<file path="config.mk">
export PLATFORM = sky130hd
export DESIGN_NAME = utf8_keyed_alphabet_encoder_top
export DESIGN_NICKNAME = d
export VERILOG_FILES = /design/src/hdl/u8kae_pkg.sv /design/src/hdl/u8kae_front.sv /design/src/hdl/u8kae_job_queue.sv /design/src/hdl/u8kae_back.sv /design/src/hdl/u8kae_map.sv /design/src/hdl/utf8_keyed_alphabet_encoder_top.sv
export SDC_FILE = /design/constraint.sdc
export NUM_CORES = 1
export LEC_CHECK = 0
export BUFFER_PORTS_ARGS = -buffer_cell sky130_fd_sc_hd__buf_2
export CAP_MARGIN = 20
export CELL_PAD_IN_SITES_DETAIL_PLACEMENT = 1
export CELL_PAD_IN_SITES_GLOBAL_PLACEMENT = 1
export CORE_ASPECT_RATIO = 1.25
export CORE_UTILIZATION = 35
export DETAILED_ROUTE_END_ITERATION = 8
export HOLD_SLACK_MARGIN = 0.03
export PLACE_DENSITY_LB_ADDON = 0.1
export SLEW_MARGIN = 0
export SYNTH_ARGS = -nofsm -noshare
export SYNTH_HDL_FRONTEND = slang
export SYNTH_SLANG_ARGS = --single-unit
</file>
<file path="constraint.sdc">
create_clock -name i_clk -period 6.4 [get_ports i_clk]
set_input_delay 0.32 -clock i_clk [delete_from_list [all_inputs] [get_ports i_clk]]
set_output_delay 0.32 -clock i_clk [all_outputs]
set_load 0.02 [all_outputs]
</file>
<file path="src/hdl/u8kae_pkg.sv">
// Shared types, constants and lookup functions of the UTF-8 keyed alphabet encoder.
// Used by every module of the block; depends on nothing.
`default_nettype none

package u8kae_pkg;

    // Bytes one decode job can carry: a held lead, its followers and the new byte.
    localparam int JOB_BYTES = 4;

    // Depth of the result queue and the width of its pointers.
    localparam int OUT_DEPTH = 8;
    localparam int OUT_PTR_W = 3;

    // Key byte for units past the key, and the padding unit.
    localparam logic [7:0] PAD_VALUE = 8'd187;

    localparam logic [20:0] CP_BASE   = 21'h010000;
    localparam logic [15:0] SURR_HIGH = 16'hD800;
    localparam logic [15:0] SURR_LOW  = 16'hDC00;

    // Key bytes, first character in the top byte; the last byte is never read.
    localparam logic [8*16-1:0] KEY_TABLE = {"RDpbLfCPsJZ7fiv", 8'h00};

    // Alphabet of 255 characters plus a zero byte, first character in the top byte.
    localparam logic [8*256-1:0] ALPHA_TABLE = {
        "yLwVl0zKqws7LgKPRQ84Mdt708T1qQ3Ha7xv3H7NyU84p21BriUWBU43odz3iP4r",
        "BL3cD02KZciXTysVXiV8ngg6vL48rPJyAUw0HurW20xqxv9aYb4M9wK1Ae0wlro",
        "510qXeU07kV57fQMc8L6aLgMLwygtc0F10a0Dg70TOoouyFhdysuRMO51yY5ZlO",
        "ZZLEal1h0t9YQW0Ko7oBwmCAHoic4HYbUyVeU3sfQ1xtXcPcf1aT303wAQhv66qzW",
        8'h00
    };

    // One decode job handed from the front to the back.
    typedef struct packed {
        logic [JOB_BYTES-1:0][7:0] bytes;
        logic [2:0]                count;
        logic                      ending;
    } t_job;

    // One keyed unit on its way to the alphabet mapping.
    typedef struct packed {
        logic        valid;
        logic [15:0] value;
        logic        last;
    } t_unit;

    typedef enum logic [1:0] {
        SEQ_IDLE,
        SEQ_DECODE,
        SEQ_LOW,
        SEQ_PAD
    } t_seq_state;

    // Number of continuation bytes a lead byte asks for.
    function automatic logic [1:0] follower_need(input logic [7:0] b);
        logic [1:0] need;
        case (b) inside
            [8'hC0:8'hDF]: need = 2'd1;
            [8'hE0:8'hEF]: need = 2'd2;
            [8'hF0:8'hF7]: need = 2'd3;
            default:       need = 2'd0;
        endcase
        return need;
    endfunction

    function automatic logic [7:0] key_byte(input logic [3:0] pos);
        logic [6:0] base;
        base = 7'(8 * (15 - int'(pos)));
        return KEY_TABLE[base +: 8];
    endfunction

    function automatic logic [7:0] alpha_char(input logic [7:0] idx);
        logic [10:0] base;
        base = 11'(8 * (255 - int'(idx)));
        return ALPHA_TABLE[base +: 8];
    endfunction

endpackage

`default_nettype wire

</file>
<file path="src/hdl/u8kae_front.sv">
// Front of the encoder: accepts text bytes, holds an unfinished UTF-8 sequence
// and issues decode jobs. Depends on u8kae_pkg.
`default_nettype none

module u8kae_front
    import u8kae_pkg::*;
(
    input  wire logic       i_clk,
    input  wire logic       i_rst_n,
    input  wire logic       i_push,
    output logic            o_full,
    input  wire logic [7:0] i_text_byte,
    input  wire logic       i_end_of_text,
    input  wire logic       i_text_empty,
    input  wire logic       i_job_full,
    output logic            o_job_push,
    output t_job            o_job
);

    logic [7:0] r_held [3];
    logic [1:0] r_held_cnt;
    logic [1:0] n_held_cnt;

    logic       w_accept;
    logic       w_ending;
    logic [1:0] w_need;

    assign o_full   = i_job_full;
    assign w_accept = i_push & ~i_job_full;
    assign w_ending = i_end_of_text | i_text_empty;

    always_comb begin
        o_job.bytes[0] = (r_held_cnt > 2'd0) ? r_held[0] : i_text_byte;
        o_job.bytes[1] = (r_held_cnt > 2'd1) ? r_held[1] : i_text_byte;
        o_job.bytes[2] = (r_held_cnt > 2'd2) ? r_held[2] : i_text_byte;
        o_job.bytes[3] = i_text_byte;
        o_job.count    = {1'b0, r_held_cnt} + {2'b00, ~i_text_empty};
        o_job.ending   = w_ending;
    end

    // The sequence is whole once the lead has all the followers it asks for.
    assign w_need     = follower_need(o_job.bytes[0]);
    assign o_job_push = w_accept & (w_ending | (w_need == r_held_cnt));

    always_comb begin
        n_held_cnt = r_held_cnt;
        if (o_job_push) begin
            n_held_cnt = 2'd0;
        end else if (w_accept) begin
            n_held_cnt = r_held_cnt + 2'd1;
        end
    end

    always_ff @(posedge i_clk) begin
        if (!i_rst_n) begin
            r_held_cnt <= 2'd0;
        end else begin
            r_held_cnt <= n_held_cnt;
        end
    end

    always_ff @(posedge i_clk) begin
        if (w_accept && !o_job_push && r_held_cnt != 2'd3) begin
            r_held[r_held_cnt] <= i_text_byte;
        end
    end

    // A held sequence always starts with a lead that still waits for followers.
    a_held_is_lead: assert property (@(posedge i_clk) disable iff (!i_rst_n)
        r_held_cnt != 2'd0 |-> follower_need(r_held[0]) >= r_held_cnt)
        else $error("held bytes do not start with an open lead");

endmodule

`default_nettype wire

</file>
<file path="src/hdl/u8kae_job_queue.sv">
// Two-entry queue of decode jobs between the front and the back.
// Depends on u8kae_pkg.
`default_nettype none

module u8kae_job_queue
    import u8kae_pkg::*;
(
    input  wire logic i_clk,
    input  wire logic i_rst_n,
    input  wire logic i_push,
    input  wire t_job i_job,
    output logic      o_full,
    input  wire logic i_pop,
    output logic      o_valid,
    output t_job      o_job
);

    t_job       r_mem [2];
    logic       r_wr;
    logic       r_rd;
    logic [1:0] r_cnt;

    logic w_push;
    logic w_pop;

    assign o_full  = (r_cnt == 2'd2);
    assign o_valid = (r_cnt != 2'd0);
    assign o_job   = r_mem[r_rd];
    assign w_push  = i_push & ~o_full;
    assign w_pop   = i_pop & o_valid;

    always_ff @(posedge i_clk) begin
        if (!i_rst_n) begin
            r_wr  <= 1'b0;
            r_rd  <= 1'b0;
            r_cnt <= 2'd0;
        end else begin
            if (w_push) begin
                r_wr <= ~r_wr;
            end
            if (w_pop) begin
                r_rd <= ~r_rd;
            end
            r_cnt <= r_cnt + {1'b0, w_push} - {1'b0, w_pop};
        end
    end

    always_ff @(posedge i_clk) begin
        if (w_push) begin
            r_mem[r_wr] <= i_job;
        end
    end

endmodule

`default_nettype wire

</file>
<file path="src/hdl/u8kae_back.sv">
// Back of the encoder: walks each decode job, forms UTF-16 units, applies the
// key and adds the end padding. Depends on u8kae_pkg.
`default_nettype none

module u8kae_back
    import u8kae_pkg::*;
#(
    parameter int KEY_SIZE = 15
) (
    input  wire logic i_clk,
    input  wire logic i_rst_n,
    input  wire logic i_job_valid,
    input  wire t_job i_job,
    output logic      o_job_pop,
    input  wire logic i_room,
    output t_unit     o_unit
);

    localparam logic [3:0] KEY_LEN = 4'(KEY_SIZE);

    t_seq_state                r_state, n_state;
    logic [JOB_BYTES-1:0][7:0] r_buf, n_buf;
    logic [2:0]                r_n, n_n;
    logic [2:0]                r_ptr, n_ptr;
    logic                      r_ending, n_ending;
    logic [9:0]                r_low, n_low;
    logic [3:0]                r_pos, n_pos;
    logic                      r_unit_valid;
    logic [15:0]               r_unit_value;
    logic                      r_unit_last;

    logic [7:0]  w_b0, w_b1, w_b2, w_b3;
    logic [1:0]  w_need;
    logic [2:0]  w_rem;
    logic        w_whole;
    logic [2:0]  w_adv;
    logic [2:0]  w_ptr_next;
    logic [20:0] w_cp;
    logic [20:0] w_v;
    logic        w_big;
    logic [15:0] w_high;
    logic [3:0]  w_pos_inc;
    logic [7:0]  w_key;
    logic        w_emit;
    logic [15:0] w_emit_unit;
    logic        w_emit_last;
    logic        w_finish;

    // Decode of the sequence that starts at the read pointer.
    assign w_b0 = r_buf[r_ptr[1:0]];
    assign w_b1 = r_buf[2'(r_ptr + 3'd1)];
    assign w_b2 = r_buf[2'(r_ptr + 3'd2)];
    assign w_b3 = r_buf[2'(r_ptr + 3'd3)];

    assign w_need     = follower_need(w_b0);
    assign w_rem      = r_n - r_ptr;
    assign w_whole    = w_rem > {1'b0, w_need};
    assign w_adv      = w_whole ? ({1'b0, w_need} + 3'd1) : 3'd1;
    assign w_ptr_next = r_ptr + w_adv;

    always_comb begin
        w_cp = {13'd0, w_b0};
        if (w_whole) begin
            case (w_need)
                2'd1:    w_cp = {10'd0, w_b0[4:0], w_b1[5:0]};
                2'd2:    w_cp = {5'd0, w_b0[3:0], w_b1[5:0], w_b2[5:0]};
                2'd3:    w_cp = {w_b0[2:0], w_b1[5:0], w_b2[5:0], w_b3[5:0]};
                default: w_cp = {13'd0, w_b0};
            endcase
        end
    end

    assign w_big  = (w_cp[20:16] != 5'd0);
    assign w_v    = w_cp - CP_BASE;
    assign w_high = SURR_HIGH | {5'd0, w_v[20:10]};

    assign w_pos_inc = (r_pos < KEY_LEN) ? (r_pos + 4'd1) : r_pos;
    assign w_key     = (r_pos < KEY_LEN) ? key_byte(r_pos) : PAD_VALUE;

    always_comb begin
        n_state     = r_state;
        n_buf       = r_buf;
        n_n         = r_n;
        n_ptr       = r_ptr;
        n_ending    = r_ending;
        n_low       = r_low;
        n_pos       = r_pos;
        o_job_pop   = 1'b0;
        w_emit      = 1'b0;
        w_emit_unit = 16'h0000;
        w_emit_last = 1'b0;
        w_finish    = 1'b0;
        case (r_state)
            SEQ_IDLE: begin
                if (i_job_valid) begin
                    o_job_pop = 1'b1;
                    n_buf     = i_job.bytes;
                    n_n       = i_job.count;
                    n_ending  = i_job.ending;
                    n_ptr     = 3'd0;
                    n_state   = SEQ_DECODE;
                end
            end
            SEQ_DECODE: begin
                if (r_ptr >= r_n) begin
                    // An empty ending item: only padding may follow.
                    if (r_ending && r_pos < KEY_LEN) begin
                        n_state = SEQ_PAD;
                    end else begin
                        n_state = SEQ_IDLE;
                        if (r_ending) begin
                            n_pos = 4'd0;
                        end
                    end
                end else if (i_room) begin
                    w_emit = 1'b1;
                    n_ptr  = w_ptr_next;
                    if (w_big) begin
                        w_emit_unit = w_high;
                        n_low       = w_v[9:0];
                        n_pos       = w_pos_inc;
                        n_state     = SEQ_LOW;
                    end else begin
                        w_emit_unit = w_cp[15:0];
                        w_finish    = (w_ptr_next >= r_n);
                        if (!w_finish) begin
                            n_pos = w_pos_inc;
                        end
                    end
                end
            end
            SEQ_LOW: begin
                if (i_room) begin
                    w_emit      = 1'b1;
                    w_emit_unit = SURR_LOW | {6'd0, r_low};
                    w_finish    = (r_ptr >= r_n);
                    if (!w_finish) begin
                        n_pos   = w_pos_inc;
                        n_state = SEQ_DECODE;
                    end
                end
            end
            SEQ_PAD: begin
                if (i_room) begin
                    w_emit      = 1'b1;
                    w_emit_unit = {8'h00, PAD_VALUE};
                    w_emit_last = (w_pos_inc >= KEY_LEN);
                    if (w_emit_last) begin
                        n_pos   = 4'd0;
                        n_state = SEQ_IDLE;
                    end else begin
                        n_pos = w_pos_inc;
                    end
                end
            end
            default: begin
                n_state = SEQ_IDLE;
            end
        endcase

        // The last unit of a job decides between padding, ending and waiting.
        if (w_finish) begin
            w_emit_last = r_ending && (w_pos_inc >= KEY_LEN);
            if (r_ending) begin
                if (w_pos_inc < KEY_LEN) begin
                    n_pos   = w_pos_inc;
                    n_state = SEQ_PAD;
                end else begin
                    n_pos   = 4'd0;
                    n_state = SEQ_IDLE;
                end
            end else begin
                n_pos   = w_pos_inc;
                n_state = SEQ_IDLE;
            end
        end
    end

    always_ff @(posedge i_clk) begin
        if (!i_rst_n) begin
            r_state      <= SEQ_IDLE;
            r_pos        <= 4'd0;
            r_unit_valid <= 1'b0;
        end else begin
            r_state      <= n_state;
            r_pos        <= n_pos;
            r_unit_valid <= w_emit;
        end
    end

    always_ff @(posedge i_clk) begin
        r_buf        <= n_buf;
        r_n          <= n_n;
        r_ptr        <= n_ptr;
        r_ending     <= n_ending;
        r_low        <= n_low;
        r_unit_value <= w_emit_unit ^ {8'h00, w_key};
        r_unit_last  <= w_emit_last;
    end

    assign o_unit = '{valid: r_unit_valid, value: r_unit_value, last: r_unit_last};

    // A surrogate pair takes all four bytes, so nothing remains behind it.
    a_low_at_end: assert property (@(posedge i_clk) disable iff (!i_rst_n)
        r_state == SEQ_LOW |-> r_ptr == r_n)
        else $error("low surrogate pending with bytes left in the job");

    a_pos_bound: assert property (@(posedge i_clk) disable iff (!i_rst_n)
        r_pos <= KEY_LEN)
        else $error("unit position beyond the key length");

    a_pad_needs_end: assert property (@(posedge i_clk) disable iff (!i_rst_n)
        r_state == SEQ_PAD |-> r_ending && r_pos < KEY_LEN)
        else $error("padding outside an ending job");

endmodule

`default_nettype wire

</file>
<file path="src/hdl/u8kae_map.sv">
// Alphabet mapping: reduces each keyed unit modulo the alphabet length in a short
// pipeline, looks up its character and queues the results. Depends on u8kae_pkg.
`default_nettype none

module u8kae_map
    import u8kae_pkg::*;
#(
    parameter int ALPHA_SIZE = 255
) (
    input  wire logic  i_clk,
    input  wire logic  i_rst_n,
    input  wire t_unit i_unit,
    output logic       o_room,
    input  wire logic  i_pop,
    output logic       o_empty,
    output logic [7:0] o_code_char,
    output logic       o_last_char
);

    // Quotient estimate by reciprocal; it is low by at most one.
    localparam logic [7:0]  ALEN  = 8'(ALPHA_SIZE);
    localparam logic [23:0] RECIP = 24'((2 ** 24) / ALPHA_SIZE);

    logic        r_a_valid;
    logic [15:0] r_a_x;
    logic [15:0] r_a_q;
    logic        r_a_last;
    logic        r_b_valid;
    logic [7:0]  r_b_rem;
    logic        r_b_last;

    logic [8:0]           r_q [OUT_DEPTH];
    logic [OUT_PTR_W-1:0] r_wr;
    logic [OUT_PTR_W-1:0] r_rd;
    logic [OUT_PTR_W:0]   r_cnt;

    logic [39:0] w_prod;
    logic [23:0] w_qa;
    logic [15:0] w_diff;
    logic [8:0]  w_r9;
    logic [7:0]  w_rem;
    logic [5:0]  w_busy;
    logic        w_pop;

    assign w_prod = 40'(i_unit.value) * 40'(RECIP);
    assign w_qa   = 24'(r_a_q) * 24'(ALEN);
    assign w_diff = r_a_x - w_qa[15:0];
    assign w_r9   = w_diff[8:0];
    assign w_rem  = (w_r9 >= {1'b0, ALEN}) ? 8'(w_r9 - {1'b0, ALEN}) : w_r9[7:0];

    // Queue entries plus everything still on its way to the queue.
    assign w_busy = 6'(r_cnt) + 6'(r_a_valid) + 6'(r_b_valid) + 6'(i_unit.valid);
    assign o_room = (w_busy < 6'(OUT_DEPTH));

    assign o_empty     = (r_cnt == '0);
    assign o_code_char = r_q[r_rd][8:1];
    assign o_last_char = r_q[r_rd][0];
    assign w_pop       = i_pop & ~o_empty;

    always_ff @(posedge i_clk) begin
        if (!i_rst_n) begin
            r_a_valid <= 1'b0;
            r_b_valid <= 1'b0;
            r_wr      <= '0;
            r_rd      <= '0;
            r_cnt     <= '0;
        end else begin
            r_a_valid <= i_unit.valid;
            r_b_valid <= r_a_valid;
            if (r_b_valid) begin
                r_wr <= r_wr + 1'b1;
            end
            if (w_pop) begin
                r_rd <= r_rd + 1'b1;
            end
            r_cnt <= r_cnt + (OUT_PTR_W + 1)'(r_b_valid) - (OUT_PTR_W + 1)'(w_pop);
        end
    end

    always_ff @(posedge i_clk) begin
        r_a_x    <= i_unit.value;
        r_a_q    <= w_prod[39:24];
        r_a_last <= i_unit.last;
        r_b_rem  <= w_rem;
        r_b_last <= r_a_last;
        if (r_b_valid) begin
            r_q[r_wr] <= {alpha_char(r_b_rem), r_b_last};
        end
    end

    // Issue is gated on room, so the queue can never be written while full.
    a_no_overflow: assert property (@(posedge i_clk) disable iff (!i_rst_n)
        r_b_valid && !w_pop |-> r_cnt < (OUT_PTR_W + 1)'(OUT_DEPTH))
        else $error("result queue written while full");

endmodule

`default_nettype wire

</file>
<file path="src/hdl/utf8_keyed_alphabet_encoder_top.sv">
// Top level of the UTF-8 keyed alphabet encoder.
// Instantiates u8kae_front, u8kae_job_queue, u8kae_back and u8kae_map; uses u8kae_pkg.
`default_nettype none

// The encoder takes the UTF-8 bytes of a text, one beat per byte, decodes them
// leniently into UTF-16 units (followers are never checked, surrogate pairs give
// two units), mixes unit i with key byte i (187 once past the key), and emits one
// alphabet character per unit. The end of a text is marked by end_of_text or by a
// beat with text_empty set; a lead still short of followers then stands for
// itself, and the output is padded up to KEY_SIZE characters, the final one
// carrying last_char, save when a text of KEY_SIZE units or more ends on a beat
// with no byte and nothing held. Both sides are queues: a beat enters when push
// is high and full is low, and a result leaves when pop is high and empty is low.
// The front takes a byte every cycle while its two-entry job queue has space; a
// job is one whole sequence, or whatever remains of a text on its final beat. The
// back sequencer loads each job and forms its units one after another before it
// takes the next one (an empty ending job still visits the decode state), and
// the final beat of a text adds the padding units. Each unit goes through the
// registered key mix, reciprocal multiply, remainder fix-up and table lookup into
// an eight-entry result queue; the back stops forming units while the entries of
// that queue and the units on their way to it fill it.
module utf8_keyed_alphabet_encoder_top
    import u8kae_pkg::*;
#(
    parameter int KEY_SIZE   = 15,
    parameter int ALPHA_SIZE = 255
) (
    input  wire logic       i_clk,
    input  wire logic       i_rst_n,
    input  wire logic       push,
    output logic            full,
    input  wire logic [7:0] i_text_byte,
    input  wire logic       i_end_of_text,
    input  wire logic       i_text_empty,
    output logic            empty,
    input  wire logic       pop,
    output logic [7:0]      o_code_char,
    output logic            o_last_char
);

    // Front to queue.
    logic w_job_full;
    logic w_job_push;
    t_job w_job_in;

    // Queue to back.
    logic w_job_valid;
    logic w_job_pop;
    t_job w_job_out;

    // Back to mapping, with room flowing back.
    t_unit w_unit;
    logic  w_room;

    u8kae_front u_front (
        .i_clk         (i_clk),
        .i_rst_n       (i_rst_n),
        .i_push        (push),
        .o_full        (full),
        .i_text_byte   (i_text_byte),
        .i_end_of_text (i_end_of_text),
        .i_text_empty  (i_text_empty),
        .i_job_full    (w_job_full),
        .o_job_push    (w_job_push),
        .o_job         (w_job_in)
    );

    u8kae_job_queue u_job_queue (
        .i_clk   (i_clk),
        .i_rst_n (i_rst_n),
        .i_push  (w_job_push),
        .i_job   (w_job_in),
        .o_full  (w_job_full),
        .i_pop   (w_job_pop),
        .o_valid (w_job_valid),
        .o_job   (w_job_out)
    );

    u8kae_back #(
        .KEY_SIZE (KEY_SIZE)
    ) u_back (
        .i_clk       (i_clk),
        .i_rst_n     (i_rst_n),
        .i_job_valid (w_job_valid),
        .i_job       (w_job_out),
        .o_job_pop   (w_job_pop),
        .i_room      (w_room),
        .o_unit      (w_unit)
    );

    u8kae_map #(
        .ALPHA_SIZE (ALPHA_SIZE)
    ) u_map (
        .i_clk       (i_clk),
        .i_rst_n     (i_rst_n),
        .i_unit      (w_unit),
        .o_room      (w_room),
        .i_pop       (pop),
        .o_empty     (empty),
        .o_code_char (o_code_char),
        .o_last_char (o_last_char)
    );

endmodule

`default_nettype wire
</file>
Yosys cells after proc, flatten, opt, wreduce, memory -nomap -nowiden
Memory sizes are Yosys's and may differ from the RTL's. A register that Yosys moved wholly into a read port is not among the register bits.
Cells that the tools add are included.
- flip-flop bits (word level): 83
- RAM bits: 168
- output and inout bits: 11
- word-level logic and storage cells: 220
- memories: 3
- $add $sub $neg: 23
- multiply operators: 2
- $lt $le $gt $ge: 27
- equality and inequality tests: 22
- shift-type cells: 2
- mux-type cells: 81
- bitwise gates (word level): 15
- reductions and logical operators: 24
- memories (name ; depth ; width ; read ports ; clocked after memory_dff ; wr ports ; line ; text):
    u_job_queue.r_mem ; 2 ; 36 ; 1 ; 1 ; 1 ; u8kae_job_queue.sv:18 ; t_job r_mem [2];
    u_map.r_q ; 8 ; 9 ; 1 ; 1 ; 1 ; u8kae_map.sv:32 ; logic [8:0] r_q [OUT_DEPTH];
    u_front.r_held ; 3 ; 8 ; 3 ; 0 ; 1 ; u8kae_front.sv:20 ; logic [7:0] r_held [3];
- operators with widths (kind ; count):
    2048-bit by 12-bit indexed part select with 8-bit output, first input constant ; 1
    128-bit by 8-bit indexed part select with 8-bit output, first input constant ; 1
    8-bit binary-select mux with 2-bit select ; 4
    16-bit two-way mux ; 4
    21-bit case mux with 3 select lines ; 1
    4-bit two-way mux ; 14
    8-bit two-way mux ; 7
    8-bit greater-or-equal comparator, second input constant ; 6
    8-bit less-or-equal comparator, second input constant ; 6
    16-bit case mux with 3 select lines ; 1
    2-bit two-way mux ; 18
    16-bit by 17-bit multiplier with 33-bit output, second input constant ; 1
    21-bit two-way mux ; 1
    21-bit by 17-bit subtractor with 21-bit output, second input constant ; 1
    3-bit two-way mux ; 6
    6-bit two-way mux ; 3
    1-bit two-way mux ; 17
    16-bit by 8-bit XOR with 16-bit output ; 1
    6-bit by 1-bit adder with 6-bit output ; 2
    2-bit by 3-bit less-than comparator with 1-bit output, second input constant ; 4
    4-bit case mux with 3 select lines ; 1
    2-bit == test, second input constant ; 5
    1-bit logical AND ; 10
    9-bit by 8-bit greater-or-equal comparator with 1-bit output, second input constant ; 1
    52 further kinds ; 80

Longest topological paths before layout
Gate-level depths: netlist of run 1.
- depth after elaboration: 17
- gate-level depth with buffers: 23

Hierarchy
A second synthesis of run 1 with hierarchy kept.
- cell total of the unflattened synthesis: 1589
- area, all modules: 17938.5 µm²
- modules (own cells, without submodules) (module ; instances ; cells each ; area an instance (µm²)):
    u8kae_map ; 1 ; 908 ; 8680.8
    u8kae_back ; 1 ; 442 ; 4829.6
    u8kae_job_queue ; 1 ; 138 ; 2985.4
    u8kae_front ; 1 ; 101 ; 1442.6

Worst setup path before layout of run 1
Ideal clock, no wire load.
- path kind: register to register
- start: register u_map.r_a_q[0]
- end: register u_map.r_b_rem[1]
- library setup time: 121 ps
- arrival: 4538 ps
- slack: 1741 ps
- stages on the path, launching flop included: 17
- cell sequence: dfxtp_1 -> inv_1 -> fa_1 -> fa_1 -> inv_1 -> fa_1 -> inv_1 -> fa_1 -> ha_1 -> nor2b_1 -> a22oi_1 -> o21ai_0 -> a211oi_1 -> and4b_1 -> or2_2 -> clkbuf_1 -> mux2_2
- word-level cells in the longest chain between the ends: 4
- elaborated cells on any way between the ends: 5
- those cells by class: 2 x add/sub; 1 x mul; 1 x order compare; 1 x mux
- RTL lines (element ; line ; text):
    from (decl) ; u8kae_map.sv:26 ; logic [15:0] r_a_q;
    from (signal assigned) ; u8kae_map.sv:82 ; r_a_q <= w_prod[39:24];
    9-bit by 8-bit multiplier with 9-bit output * ; u8kae_map.sv:46 ; assign w_qa = 24'(r_a_q) * 24'(ALEN);
    9-bit subtractor * ; u8kae_map.sv:47 ; assign w_diff = r_a_x - w_qa[15:0];
    8-bit subtractor or 9-bit by 8-bit greater-or-equal comparator with 1-bit output (tied branches) ; u8kae_map.sv:49 ; assign w_rem = (w_r9 >= {1'b0, ALEN}) ? 8'(w_r9 - {1'b0, ALEN}) : w_r9[7:0];
    8-bit two-way mux * ; u8kae_map.sv:49 ;
    net u_map.w_rem[1] ; u8kae_map.sv:41 ; logic [7:0] w_rem;
    to (signal assigned) ; u8kae_map.sv:84 ; r_b_rem <= w_rem;
    to (decl) ; u8kae_map.sv:29 ; logic [7:0] r_b_rem;
The timed path passes the listed nets; every way through them passes the cells marked *.
A chain may end at the register's enable or synchronous reset.

Final worst setup path of run 1
- start: register u_back.r_ptr[0]
- end: register u_back.r_state[1]
- word-level cells in the longest chain between the ends: 17
- elaborated cells on any way between the ends: 46
- those cells by class: 4 x add/sub; 9 x order compare; 10 x eq/ne; 18 x mux; 5 x reduce/logical
- RTL lines (element ; line ; text):
    from (decl) ; u8kae_back.sv:24 ; logic [2:0] r_ptr, n_ptr;
    from (signal assigned) ; u8kae_back.sv:194 ; r_ptr <= n_ptr;
    8-bit binary-select mux with 2-bit select ; u8kae_back.sv:50 ; assign w_b0 = r_buf[r_ptr[1:0]];
    8-bit two-way mux (not written as such) ; u8kae_back.sv:50 ;
    8-bit greater-or-equal comparator (not written as such) or 8-bit less-or-equal comparator (tied branches) ; u8kae_back.sv:55 ; assign w_need = follower_need(w_b0);
    1-bit logical AND (not written as such) ; u8kae_back.sv:55 ;
    2-bit two-way mux (3 in series) ; u8kae_pkg.sv:57 ; case (b) inside
    3-bit by 2-bit greater-than comparator with 1-bit output or 2-bit by 1-bit adder with 3-bit output (tied branches) ; u8kae_back.sv:57, u8kae_back.sv:58 ;
    3-bit two-way mux ; u8kae_back.sv:58 ; assign w_adv = w_whole ? ({1'b0, w_need} + 3'd1) : 3'd1;
    3-bit adder * ; u8kae_back.sv:59 ; assign w_ptr_next = r_ptr + w_adv;
    net u_back.w_ptr_next[2] ; u8kae_back.sv:37 ; logic [2:0] w_ptr_next;
    3-bit greater-or-equal comparator * ; u8kae_back.sv:125 ; w_finish = (w_ptr_next >= r_n);
    1-bit two-way mux * ; u8kae_back.sv:118 ; if (w_big) begin
    1-bit two-way mux * ; u8kae_back.sv:115 ; end else if (i_room) begin
    1-bit two-way mux * ; u8kae_back.sv:105 ; if (r_ptr >= r_n) begin
    1-bit case mux with 2 select lines * ; u8kae_back.sv:93 ; case (r_state)
    4-bit by 1-bit != test with 1-bit output (no line) (tied with other cells) ; n/a ;
    7-bit AND reduction (no line) ; n/a ;
    to (signal assigned) ; u8kae_back.sv:185 ; r_state <= n_state;
    to (decl) ; u8kae_back.sv:21 ; t_seq_state r_state, n_state;
The timed path passes the listed nets; every way through them passes the cells marked *. The select of a mux whose other input is x is not followed.

==> flow_metrics.env, run 1 <==
export IMPL_cts_buffer_depth=3
export IMPL_cts_tree="built"
export IMPL_grt_start_max_net_pins=79
export IMPL_rsz0062_at_grt="no"
export IMPL_final_cell_area_sq_um=19100
export IMPL_gp_congestion=0.856
export IMPL_dp_hpwl_microns=32100
export IMPL_cts_clk_slew_worst_paths_ns=0.06
export IMPL_finalSetupViolations=0
export IMPL_gr_usage_met1=0.205
export IMPL_num_io_pins=25
export IMPL_grt_busiest_layer="met2"
export IMPL_synthCells=1595
export IMPL_path_common_cell="ha_1"
export IMPL_hold_viol=0
export IMPL_antenna_found_initial=0
export IMPL_tightest_slew_ns=0.979
export IMPL_max_freq_ghz=0.186
export IMPL_drt_pass1_iter_count=5
export IMPL_p_leak_nw=7.04
export IMPL_cp_end_kind="register"
export IMPL_yosysWarnings=0
export IMPL_synth_edf_count=209
export IMPL_required_ns=6.83
export IMPL_crit_arrival_ns=5.80
export IMPL_drive_gt1_frac=0.146
export IMPL_dp_worst_setup_slack_ns=1.02
export IMPL_routed_wl_microns=44800
export IMPL_fin_setup_tns_ns=0
export IMPL_io_buffers=23
export IMPL_ant_nets=0
export IMPL_place_area_sq_um=18000
export IMPL_area_growth_pct=10.5
export IMPL_cts_buffers_inserted=34
export IMPL_fin_crit_sh=0.838
export IMPL_grt_pass1_vias=12800
export IMPL_hold_path_class="in2reg"
export IMPL_worst_path_max_delay_cell="edfxtp_1"
export IMPL_maxSlewViolCount=0
export IMPL_core_area_sq_um=48500
export IMPL_layoutNonFillerInstCount=2249
export IMPL_die_w_microns=201
export IMPL_grt_pass1_wl_microns=71400
export IMPL_rows=90
export IMPL_fin_ws_ns=1.03
export IMPL_synth_area_sq_um=17300
export IMPL_skew_ns=0.0105
export IMPL_die_area_sq_um=50200
export IMPL_vias=12100
export IMPL_syn_num_nets=1753
export IMPL_first_iter_violations=531
export IMPL_htree_levels=2
export IMPL_fillers=5374
export IMPL_gr_total_overflow=0
export IMPL_utilization=0.393
export IMPL_finalCriticalPeriod_ns=5.37
export IMPL_grtUsageMet3=0.0233
export IMPL_crit_family="compound AO/OA/AOI/OAI gates"
export IMPL_path_buf_inv=0
export IMPL_nNetsFinal=1739
export IMPL_status="finished clean"
export IMPL_crit_type="reg2reg"
export IMPL_avgRoutedWirePerCell_microns=19.9
export IMPL_clock_latency_ns=0.53
export IMPL_antenna_cells=0
export IMPL_postSynthAreaPerCell_sq_um=10.8
export IMPL_placed_cells=2185
export IMPL_fp_dieH_microns=250
export IMPL_start_util=0.356
export IMPL_whs_ns=0.0713
export IMPL_drc_errors=0
export IMPL_synth_flop_cell="edfxtp_1"
export IMPL_power_mw=10.2
export IMPL_cts_sinks=282
export IMPL_crit_path_max_incr_delay_ns=0.71
export IMPL_pwr_density_cell_nw_per_um2=533
export IMPL_synth_seq_area_share=0.448
export IMPL_ys_async_sr_fraction=0
export IMPL_synth_seq_cells=282
export IMPL_max_cap_viol_count=0
export IMPL_timing_slew_headroom=0.345
export IMPL_path_cells="mux4_2 -> nand2b_4 -> or2_2 -> nand2_1 -> ha_1 -> nand2_1 -> o21a_1 -> o21ai_0 -> ha_1 -> fa_1 -> xor2_1 -> xnor2_1 -> ha_1 -> o21ai_0 -> a21oi_1 -> o2111ai_1 -> a21oi_2 -> mux2_2 -> a211oi_1"
export IMPL_ir_worst_vdd_v=0.000279
export IMPL_grt_use_total=0.181
export IMPL_avgViaCountPerCell=5.39
export IMPL_cts_root_buffer="clkbuf_16"
export IMPL_start_kind="register"
export IMPL_critical_path_max_fanout=13
export IMPL_ys_types=75
export IMPL_met2_usage=0.341
==> sequential cells by signal (all words and copies together) (netlist names), 3 cells and up, named ones only <==
name and cells:
u_back.r_low 10, u_back.r_ptr 3, u_map.r_cnt 4, u_job_queue.r_mem 72, u_back.r_pos 4, u_map.r_wr 3
u_back.r_n 3, u_map.r_a_q 9, u_map.r_a_x 9, u_map.r_rd 3, u_map.r_b_rem 8, u_front.r_held 24
u_map.r_q 64, u_back.r_unit_value 16, u_back.r_buf 32
==> repair_timing <==
action                    in CTS  in global routing
hold buffers                   3                  0
resized for setup              0                  0
hold endpoints to repair      15                  0
setup buffers                  0                  0
==> metal layers <==
| layer | vias to the layer above | part of all wire |
|---|---|---|
| met1 | 6030 | 0.41 |
| li1 | 5831 | - |
| met4 | 0 | 0.033 |
| met3 | 77 | 0.027 |
| met2 | 181 | 0.53 |
| met5 | - | 0 |
==> synthesized netlist by cell type (all sizes together) (13+ instances only) <==
library cell  instances  share of area
dfxtp                73          0.085
inv                  97          0.021
nor3                 21         0.0061
ha                  120          0.087
o211ai               24          0.010
buf                  26         0.0074
fa                   24          0.028
a21o                 13         0.0057
mux2                 85          0.055
nor2                119          0.026
mux2i                30          0.017
nand2b               21         0.0080
xor2                 19         0.0096
mux4                 35          0.046
xnor2                39          0.020
a211oi               33          0.015
clkbuf               72          0.016
o21ai               113          0.033
nand3                30         0.0090
a31oi                19         0.0069
and2                 17         0.0062
a21oi                95          0.028
edfxtp              209           0.36
nand2               113          0.025
nor2b                28          0.010
==> cells by family (layout without fill, tap and decap cells) <==
family	count (synthesis)	in the layout	synth area share
adders and majority gates	144	144	0.115
xor gates and xnor gates	58	58	0.0294
and+or+nand+nor	380	380	0.102
buffers and inverters	196	206	0.0444
muxes	150	150	0.118
other	1	1	0.000217
AOI/OAI and AO/OA	384	384	0.143
DFF	282	282	0.448
==> cell type report <==
type / instances / area (sq um) / area share
clock buffers: 45 / 913 / 0.0479
clock inverters: 15 / 144 / 0.00754
inverters: 98 / 368 / 0.0193
multi-input cells: 1117 / 8770 / 0.460
flip-flops and latches: 282 / 7740 / 0.406
well taps: 644 / 806 / 0.0422
repair buffers: 48 / 323 / 0.0169
==> power breakdown <==
part / switching [mW] / internal, mW / leakage, nW
Combinational: 3.39 / 2.16 / 4.01
Clock: 0.751 / 1.06 / 0.513
Sequential: 0.289 / 2.51 / 2.52
==> cell usage in the layout, fill, tap and decap left out, drive strengths merged, types with 5 or more instances in the layout <==
cell,count
edfxtp,209
a311oi,9
mux2i,30
o22ai,8
nand2b,21
buf,45
nand3,30
a221oi,7
inv,99
o31ai,6
xor2,19
dfxtp,73
mux2,85
nor4,5
clkbuf,45
a21o,13
nor2b,28
a31oi,19
a22oi,9
clkinv,12
o21ai,113
and3,7
and2,17
a211oi,33
nor3,21
xnor2,39
nand2,113
o211ai,24
nor2,119
nand4,6
a21oi,95
fa,24
ha,120
mux4,35
==> path summary, 6_finish.rpt <==
path                            from                    to  slack [ns]  cells after the start
setup reg to reg     u_back.r_ptr[0]     u_back.r_state[1]        1.03                     19
hold reg to reg   u_back.r_unit_last        u_map.r_a_last        0.33                      0
setup / recovery     u_back.r_ptr[0]     u_back.r_state[1]        1.03                     19
hold / removal        i_text_byte[0]  u_front.r_held[0][0]        0.07                      1
No activity file was read; power rests on OpenSTA's default activity.
==> run 2, diff against run 1 <==
==> constraint.sdc (replaced) <==
create_clock -name i_clk -period 4.6 [get_ports i_clk]
set_input_delay 0.23 -clock i_clk [delete_from_list [all_inputs] [get_ports i_clk]]
set_output_delay 0.23 -clock i_clk [all_outputs]
set_load 0.02 [all_outputs]
==> run 2 against run 1 <==
Against the previous run:
- critical path depth grew 3
- design area grew 3.7%
- cell count grew 2.4%
- clock-buffer cell count shrank 6
- largest cell class unchanged
==> flow_metrics.env, run 2 (synthesis results as in run 1) <==
export IMPL_fp_dieH_microns=250
export IMPL_ant_nets=0
export IMPL_gr_usage_met1=0.207
export IMPL_antenna_found_initial=0
export IMPL_cts_buffer_depth=3
export IMPL_p_leak_nw=7.38
export IMPL_grt_use_total=0.184
export IMPL_hold_path_class="in2reg"
export IMPL_die_area_sq_um=50200
export IMPL_top_regs="u_job_queue.r_mem: 72 flops, u_map.r_q: 64 flops, u_back.r_buf: 32 flops"
export IMPL_status="finished clean"
export IMPL_worst_path_max_delay_cell="mux4_2"
export IMPL_place_area_sq_um=18300
export IMPL_min_from="i_text_empty"
export IMPL_hold_viol=0
export IMPL_fin_setup_tns_ns=0
export IMPL_core_area_sq_um=48500
export IMPL_cts_clk_slew_worst_paths_ns=0.07
export IMPL_grt_pass1_vias=13300
export IMPL_pwr_density_cell_nw_per_um2=777
export IMPL_final_cell_area_sq_um=19800
export IMPL_crit_path_max_incr_delay_ns=0.53
export IMPL_gp_congestion=0.850
export IMPL_critical_path_max_fanout=8
export IMPL_holdPathEnd="u_job_queue.r_mem[0][1]"
export IMPL_clock_latency_ns=0.57
export IMPL_finalCriticalPeriod_ns=4.44
export IMPL_largest_reg_flops=72
export IMPL_io_buffers=23
export IMPL_mostFrequentLayoutCell="edfxtp_1"
export IMPL_htree_levels=1
export IMPL_cts_buffers_inserted=31
export IMPL_rows=90
export IMPL_routed_wl_microns=45900
export IMPL_cts_sinks=282
export IMPL_gr_total_overflow=0
export IMPL_layoutNonFillerInstCount=2304
export IMPL_crit_arrival_ns=4.91
export IMPL_power_mw=15.4
export IMPL_max_cap_viol_count=0
export IMPL_timing_slew_headroom=0.349
export IMPL_fin_ws_ns=0.164
export IMPL_drive_gt1_frac=0.189
export IMPL_rr_worst_depth=22
export IMPL_hold_path_cell_count=3
export IMPL_nNetsFinal=1796
export IMPL_cts_tree="built"
export IMPL_cts_root_buffer="clkbuf_16"
export IMPL_rsz0062_at_grt="yes"
export IMPL_required_ns=5.07
export IMPL_rrSetupSlack_ns=0.16
export IMPL_final_cell_mix="edfxtp_1 (209), nor2_1 (117), ha_1 (113)"
export IMPL_r2r_end="u_back.r_state[1]"
export IMPL_first_iter_violations=564
export IMPL_drt_pass1_iter_count=5
export IMPL_tightest_slew_ns=0.974
export IMPL_avgRoutedWirePerCell_microns=19.9
export IMPL_grt_start_max_net_pins=93
export IMPL_fin_crit_sh=0.964
export IMPL_grtUsageMet3=0.0207
export IMPL_grt_busiest_layer="met2"
export IMPL_ir_worst_vdd_v=0.000374
export IMPL_grt_pass1_wl_microns=73600
export IMPL_cp_end_kind="register"
export IMPL_timing_rr_start="u_back.r_ptr[0]"
export IMPL_vias=12300
export IMPL_avgViaCountPerCell=5.34
export IMPL_max_freq_ghz=0.225
export IMPL_area_growth_pct=14.5
export IMPL_finalSetupViolations=0
export IMPL_start_kind="register"
export IMPL_placed_cells=2223
export IMPL_antenna_cells=0
export IMPL_largest_register="u_job_queue.r_mem"
export IMPL_drc_errors=0
export IMPL_path_cells="buf_12 -> mux4_2 -> nand2b_4 -> or2_4 -> nand2_4 -> ha_4 -> nand2_2 -> o21a_1 -> o21ai_1 -> ha_2 -> fa_2 -> xor2_1 -> xnor2_1 -> ha_2 -> o21ai_2 -> a21oi_1 -> o2111ai_1 -> a21oi_2 -> buf_6 -> o211a_4 -> buf_6 -> a211oi_2"
export IMPL_die_w_microns=201
export IMPL_num_io_pins=25
export IMPL_dp_worst_setup_slack_ns=-0.103
export IMPL_dp_hpwl_microns=33300
export IMPL_start_util=0.356
export IMPL_met2_usage=0.354
export IMPL_crit_type="reg2reg"
export IMPL_maxSlewViolCount=0
export IMPL_skew_ns=0.0182
==> run 2: worst max path at each step <==
stage | to | start | depth (start not counted) | slack, ns
floorplan | u_map.r_b_rem[1] | u_map.r_a_q[0] | 16 | 0.005
finish | u_back.r_state[1] | u_back.r_ptr[0] | 22 | 0.16
detailed placement | u_back.r_state[0] | u_back.r_ptr[0] | 21 | -0.10
global route | u_back.r_state[0] | u_back.r_ptr[0] | 22 | -0.05
global placement | u_back.r_state[0] | u_back.r_ptr[0] | 21 | 0.03
CTS | u_back.r_state[0] | u_back.r_ptr[0] | 21 | 0.003
==> run 2: worst max-delay path: cells and delay by family, from the launching register on <==
| family | cells | cell delay (ns) |
|---|---|---|
| buffers and inverters | 3 | 0.39 |
| AND/OR/NAND/NOR | 4 | 0.55 |
| flip-flops | 1 | 0.38 |
| AO/OA/AOI/OAI | 8 | 1.11 |
| multiplexers | 1 | 0.53 |
| XOR/XNOR | 2 | 0.36 |
| adder cells (fa/ha/maj) | 4 | 1.02 |
==> run 2: cell type report <==
| cell class | instances | area [sq um] |
|---|---|---|
| Multi-Input combinational cell | 1117 | 8930 |
| Timing Repair Buffer | 108 | 850 |
| Clock buffer | 39 | 826 |
| Sequential cell | 282 | 7750 |
| Clock inverter | 16 | 246 |
| Fill cell | 5295 | 28800 |
| Inverter | 98 | 368 |
| Tap cell | 644 | 806 |
==> run 2: routing by layer <==
layer,vias to the layer above,share of wire,wire length [microns]
li1,5946,-,-
met1,6103,0.40,18500
met2,162,0.54,24700
met3,82,0.027,1230
met4,0,0.033,1540
met5,-,0,0
==> run 2: metrics by stage <==
stage | hold WS, ns | utilization
after CTS | 0.0394 | 0.403
after global placement | 0.320 | 0.377
after global routing | 0.0616 | 0.407
final | 0.0702 | 0.407
after detailed placement | 0.315 | 0.377
after floorplan | 0.310 | -
==> run 2: where the power goes <==
group	switching [mW]	internal [mW]
Sequential	0.459	3.49
Combinational	4.96	3.82
Clock	1.03	1.61
==> run 2: what timing repair did <==
| action | CTS | global route |
|---|---|---|
| buffers inserted | 7 | 8 |
| setup endpoints to repair | 8 | 14 |
| hold endpoints to repair | 47 | 0 |
| gates resized for setup | 10 | 33 |
| pin swaps | 12 | 22 |
| cloned | 0 | 0 |
| hold buffers | 11 | 0 |
==> run 3, diff against run 2 <==
--- a/config.mk
+++ b/config.mk
@@ -7,13 +7,10 @@
 export LEC_CHECK = 0
 export BUFFER_PORTS_ARGS = -buffer_cell sky130_fd_sc_hd__buf_2
 export CAP_MARGIN = 20
-export CELL_PAD_IN_SITES_DETAIL_PLACEMENT = 1
-export CELL_PAD_IN_SITES_GLOBAL_PLACEMENT = 1
 export CORE_ASPECT_RATIO = 1.25
 export CORE_UTILIZATION = 35
 export DETAILED_ROUTE_END_ITERATION = 8
 export HOLD_SLACK_MARGIN = 0.03
-export PLACE_DENSITY_LB_ADDON = 0.1
 export SLEW_MARGIN = 0
 export SYNTH_ARGS = -nofsm -noshare
 export SYNTH_HDL_FRONTEND = slang
==> run 3 against run 2 <==
Against the previous run:
- clock skew shrank 0.0082 ns
- die area is the same
- combinational power shrank 7.2%
- fmax shrank 0.26%
- clock power shrank 8.3%
- via count shrank 0.46%
- sequential share of layout area grew 0.48 points
- clock-buffer cell count shrank 6
- critical path depth shrank 2
- largest power group unchanged
==> flow_metrics.env, run 3 (synthesis results as in run 1) <==
export IMPL_multiInputGateArea_sq_um=8910
export IMPL_pwr_density_cell_nw_per_um2=744
export IMPL_num_io_pins=25
export IMPL_final_cell_mix="edfxtp_1 (209), nor2_1 (117), ha_1 (116)"
export IMPL_nNetsFinal=1780
export IMPL_required_ns=5.11
export IMPL_largest_register="u_job_queue.r_mem"
export IMPL_grt_start_max_net_pins=80
export IMPL_drive_gt1_frac=0.181
export IMPL_io_buffers=23
export IMPL_skew_ns=0.0101
export IMPL_drc_errors=0
export IMPL_die_w_microns=201
export IMPL_fp_dieH_microns=250
export IMPL_first_iter_violations=937
export IMPL_worst_path_max_delay_cell="mux4_2"
export IMPL_place_area_sq_um=18200
export IMPL_cts_clk_slew_worst_paths_ns=0.07
export IMPL_start_kind="register"
export IMPL_cp_end_kind="register"
export IMPL_hold_viol=0
export IMPL_htree_levels=1
export IMPL_r2r_end="u_back.r_pos[3]"
export IMPL_drt_pass1_iter_count=6
export IMPL_cts_root_buffer="clkbuf_16"
export IMPL_start_util=0.356
export IMPL_max_freq_ghz=0.225
export IMPL_ant_nets=0
export IMPL_p_leak_nw=7.26
export IMPL_crit_end="u_back.r_pos[3]"
export IMPL_path_depth=20
export IMPL_crit_path_max_incr_delay_ns=0.53
export IMPL_antenna_found_initial=0
export IMPL_grt_use_total=0.152
export IMPL_timing_slew_headroom=0.368
export IMPL_regArea_sq_um=7750
export IMPL_area_growth_pct=13.2
export IMPL_fillers=4665
export IMPL_cp_startpoint="u_back.r_ptr[0]"
export IMPL_status="finished clean"
export IMPL_utilization=0.403
export IMPL_crit_type="reg2reg"
export IMPL_gp_congestion=0.942
export IMPL_grt_pass1_wl_microns=62900
export IMPL_core_area_sq_um=48500
export IMPL_clock_latency_ns=0.57
export IMPL_die_area_sq_um=50200
export IMPL_hold_path_class="in2reg"
export IMPL_max_cap_viol_count=0
export IMPL_gr_total_overflow=0
export IMPL_timing_rr_start="u_back.r_ptr[0]"
export IMPL_path_buf_inv=3
export IMPL_cts_buffers_inserted=30
export IMPL_crit_family="compound AO/OA/AOI/OAI gates"
export IMPL_antenna_cells=0
export IMPL_tightest_slew_ns=0.944
export IMPL_rr_worst_depth=20
export IMPL_routed_wl_microns=39000
export IMPL_vias=12200
export IMPL_cts_sinks=282
export IMPL_largest_reg_flops=72
export IMPL_rrSetupSlack_ns=0.15
export IMPL_final_cell_area_sq_um=19500
export IMPL_maxSlewViolCount=0
export IMPL_rsz0062_at_grt="yes"
export IMPL_fin_crit_sh=0.967
export IMPL_dp_hpwl_microns=27500
export IMPL_cts_tree="built"
export IMPL_mostFrequentLayoutCell="edfxtp_1"
export IMPL_cts_buffer_depth=3
export IMPL_crit_arrival_ns=4.95
export IMPL_avgRoutedWirePerCell_microns=17.0
export IMPL_critical_path_max_fanout=8
export IMPL_finalCriticalPeriod_ns=4.45
export IMPL_avgViaCountPerCell=5.35
export IMPL_ir_worst_vdd_v=0.000382
export IMPL_top_regs="u_job_queue.r_mem: 72 flops, u_map.r_q: 64 flops, u_back.r_buf: 32 flops"
export IMPL_grt_pass1_vias=12200
export IMPL_path_cells="buf_6 -> mux4_2 -> buf_6 -> a21o_1 -> ha_4 -> nor2b_4 -> o21a_1 -> o21ai_1 -> ha_2 -> fa_2 -> xor2_1 -> xnor2_1 -> ha_1 -> o21ai_2 -> a21o_1 -> nor2_2 -> o32ai_4 -> buf_4 -> nand3_1 -> o21ai_1"
export IMPL_rows=90
export IMPL_finalSetupViolations=0
-- run 3: worst min-delay path by stage --
stage / from / to / slack, ns / depth (start not counted)
after detailed placement: u_back.r_unit_last / u_map.r_a_last / 0.31 / 0
after floorplan: u_back.r_unit_last / u_map.r_a_last / 0.31 / 0
final: i_text_empty / u_job_queue.r_mem[1][1] / 0.11 / 3
after global placement: u_back.r_unit_last / u_map.r_a_last / 0.32 / 0
after global routing: i_text_empty / u_job_queue.r_mem[1][1] / 0.09 / 3
after CTS: i_text_empty / u_job_queue.r_mem[1][1] / 0.07 / 3
-- run 3: power by group --
group / internal, mW / switching (mW)
logic: 3.54 / 4.61
registers: 3.49 / 0.478
clock network: 1.39 / 1.04
total: 8.42 / 6.12
-- run 3: layer usage --
layer,routed length [microns],GRT usage,vias to the layer above,part of all wire
met1,16300,0.188,5879,0.42
li1,-,-,5913,-
met3,1770,0.0182,86,0.045
met4,1210,0.0552,0,0.031
met5,0,0,-,0
met2,19700,0.272,359,0.51
-- run 3: tightest hold or removal path: stages --
cell and delay, ns:
buf_2 0.13, inv_1 0.06, ha_1 0.14
-- run 3: through the flow --
stage               hold slack, ns  setup TNS, ns  power, mW  std cells  setup WS [ns]
CTS                         0.0710              0       14.2       2281        0.00955
global route                0.0907         -0.239       15.6       2288        -0.0746
floorplan                    0.310              0       9.62       1595        0.00525
detailed placement           0.312         -0.422       11.7       2214         -0.143
global placement             0.318              0       11.5       2214         0.0454
finish                       0.106              0       14.5       2288          0.152
-- run 3: area by class of cell --
class	instances	area share
well taps	644	0.0412
clock inverters	21	0.0124
inverters	98	0.0188
clock buffers	33	0.0390
multi-input cells	1117	0.456
repair buffers	93	0.0362
flip-flops and latches	282	0.396
-- run 3: repair_timing --
action                                  4_1_cts  5_1_grt
setup buffers                                 2        6
resized for setup                             5       31
hold buffers                                 11        0
pin swaps                                     2       18
hold endpoints to repair                     47        0
gates cloned                                  0        0
endpoints found under the setup margin        5       14
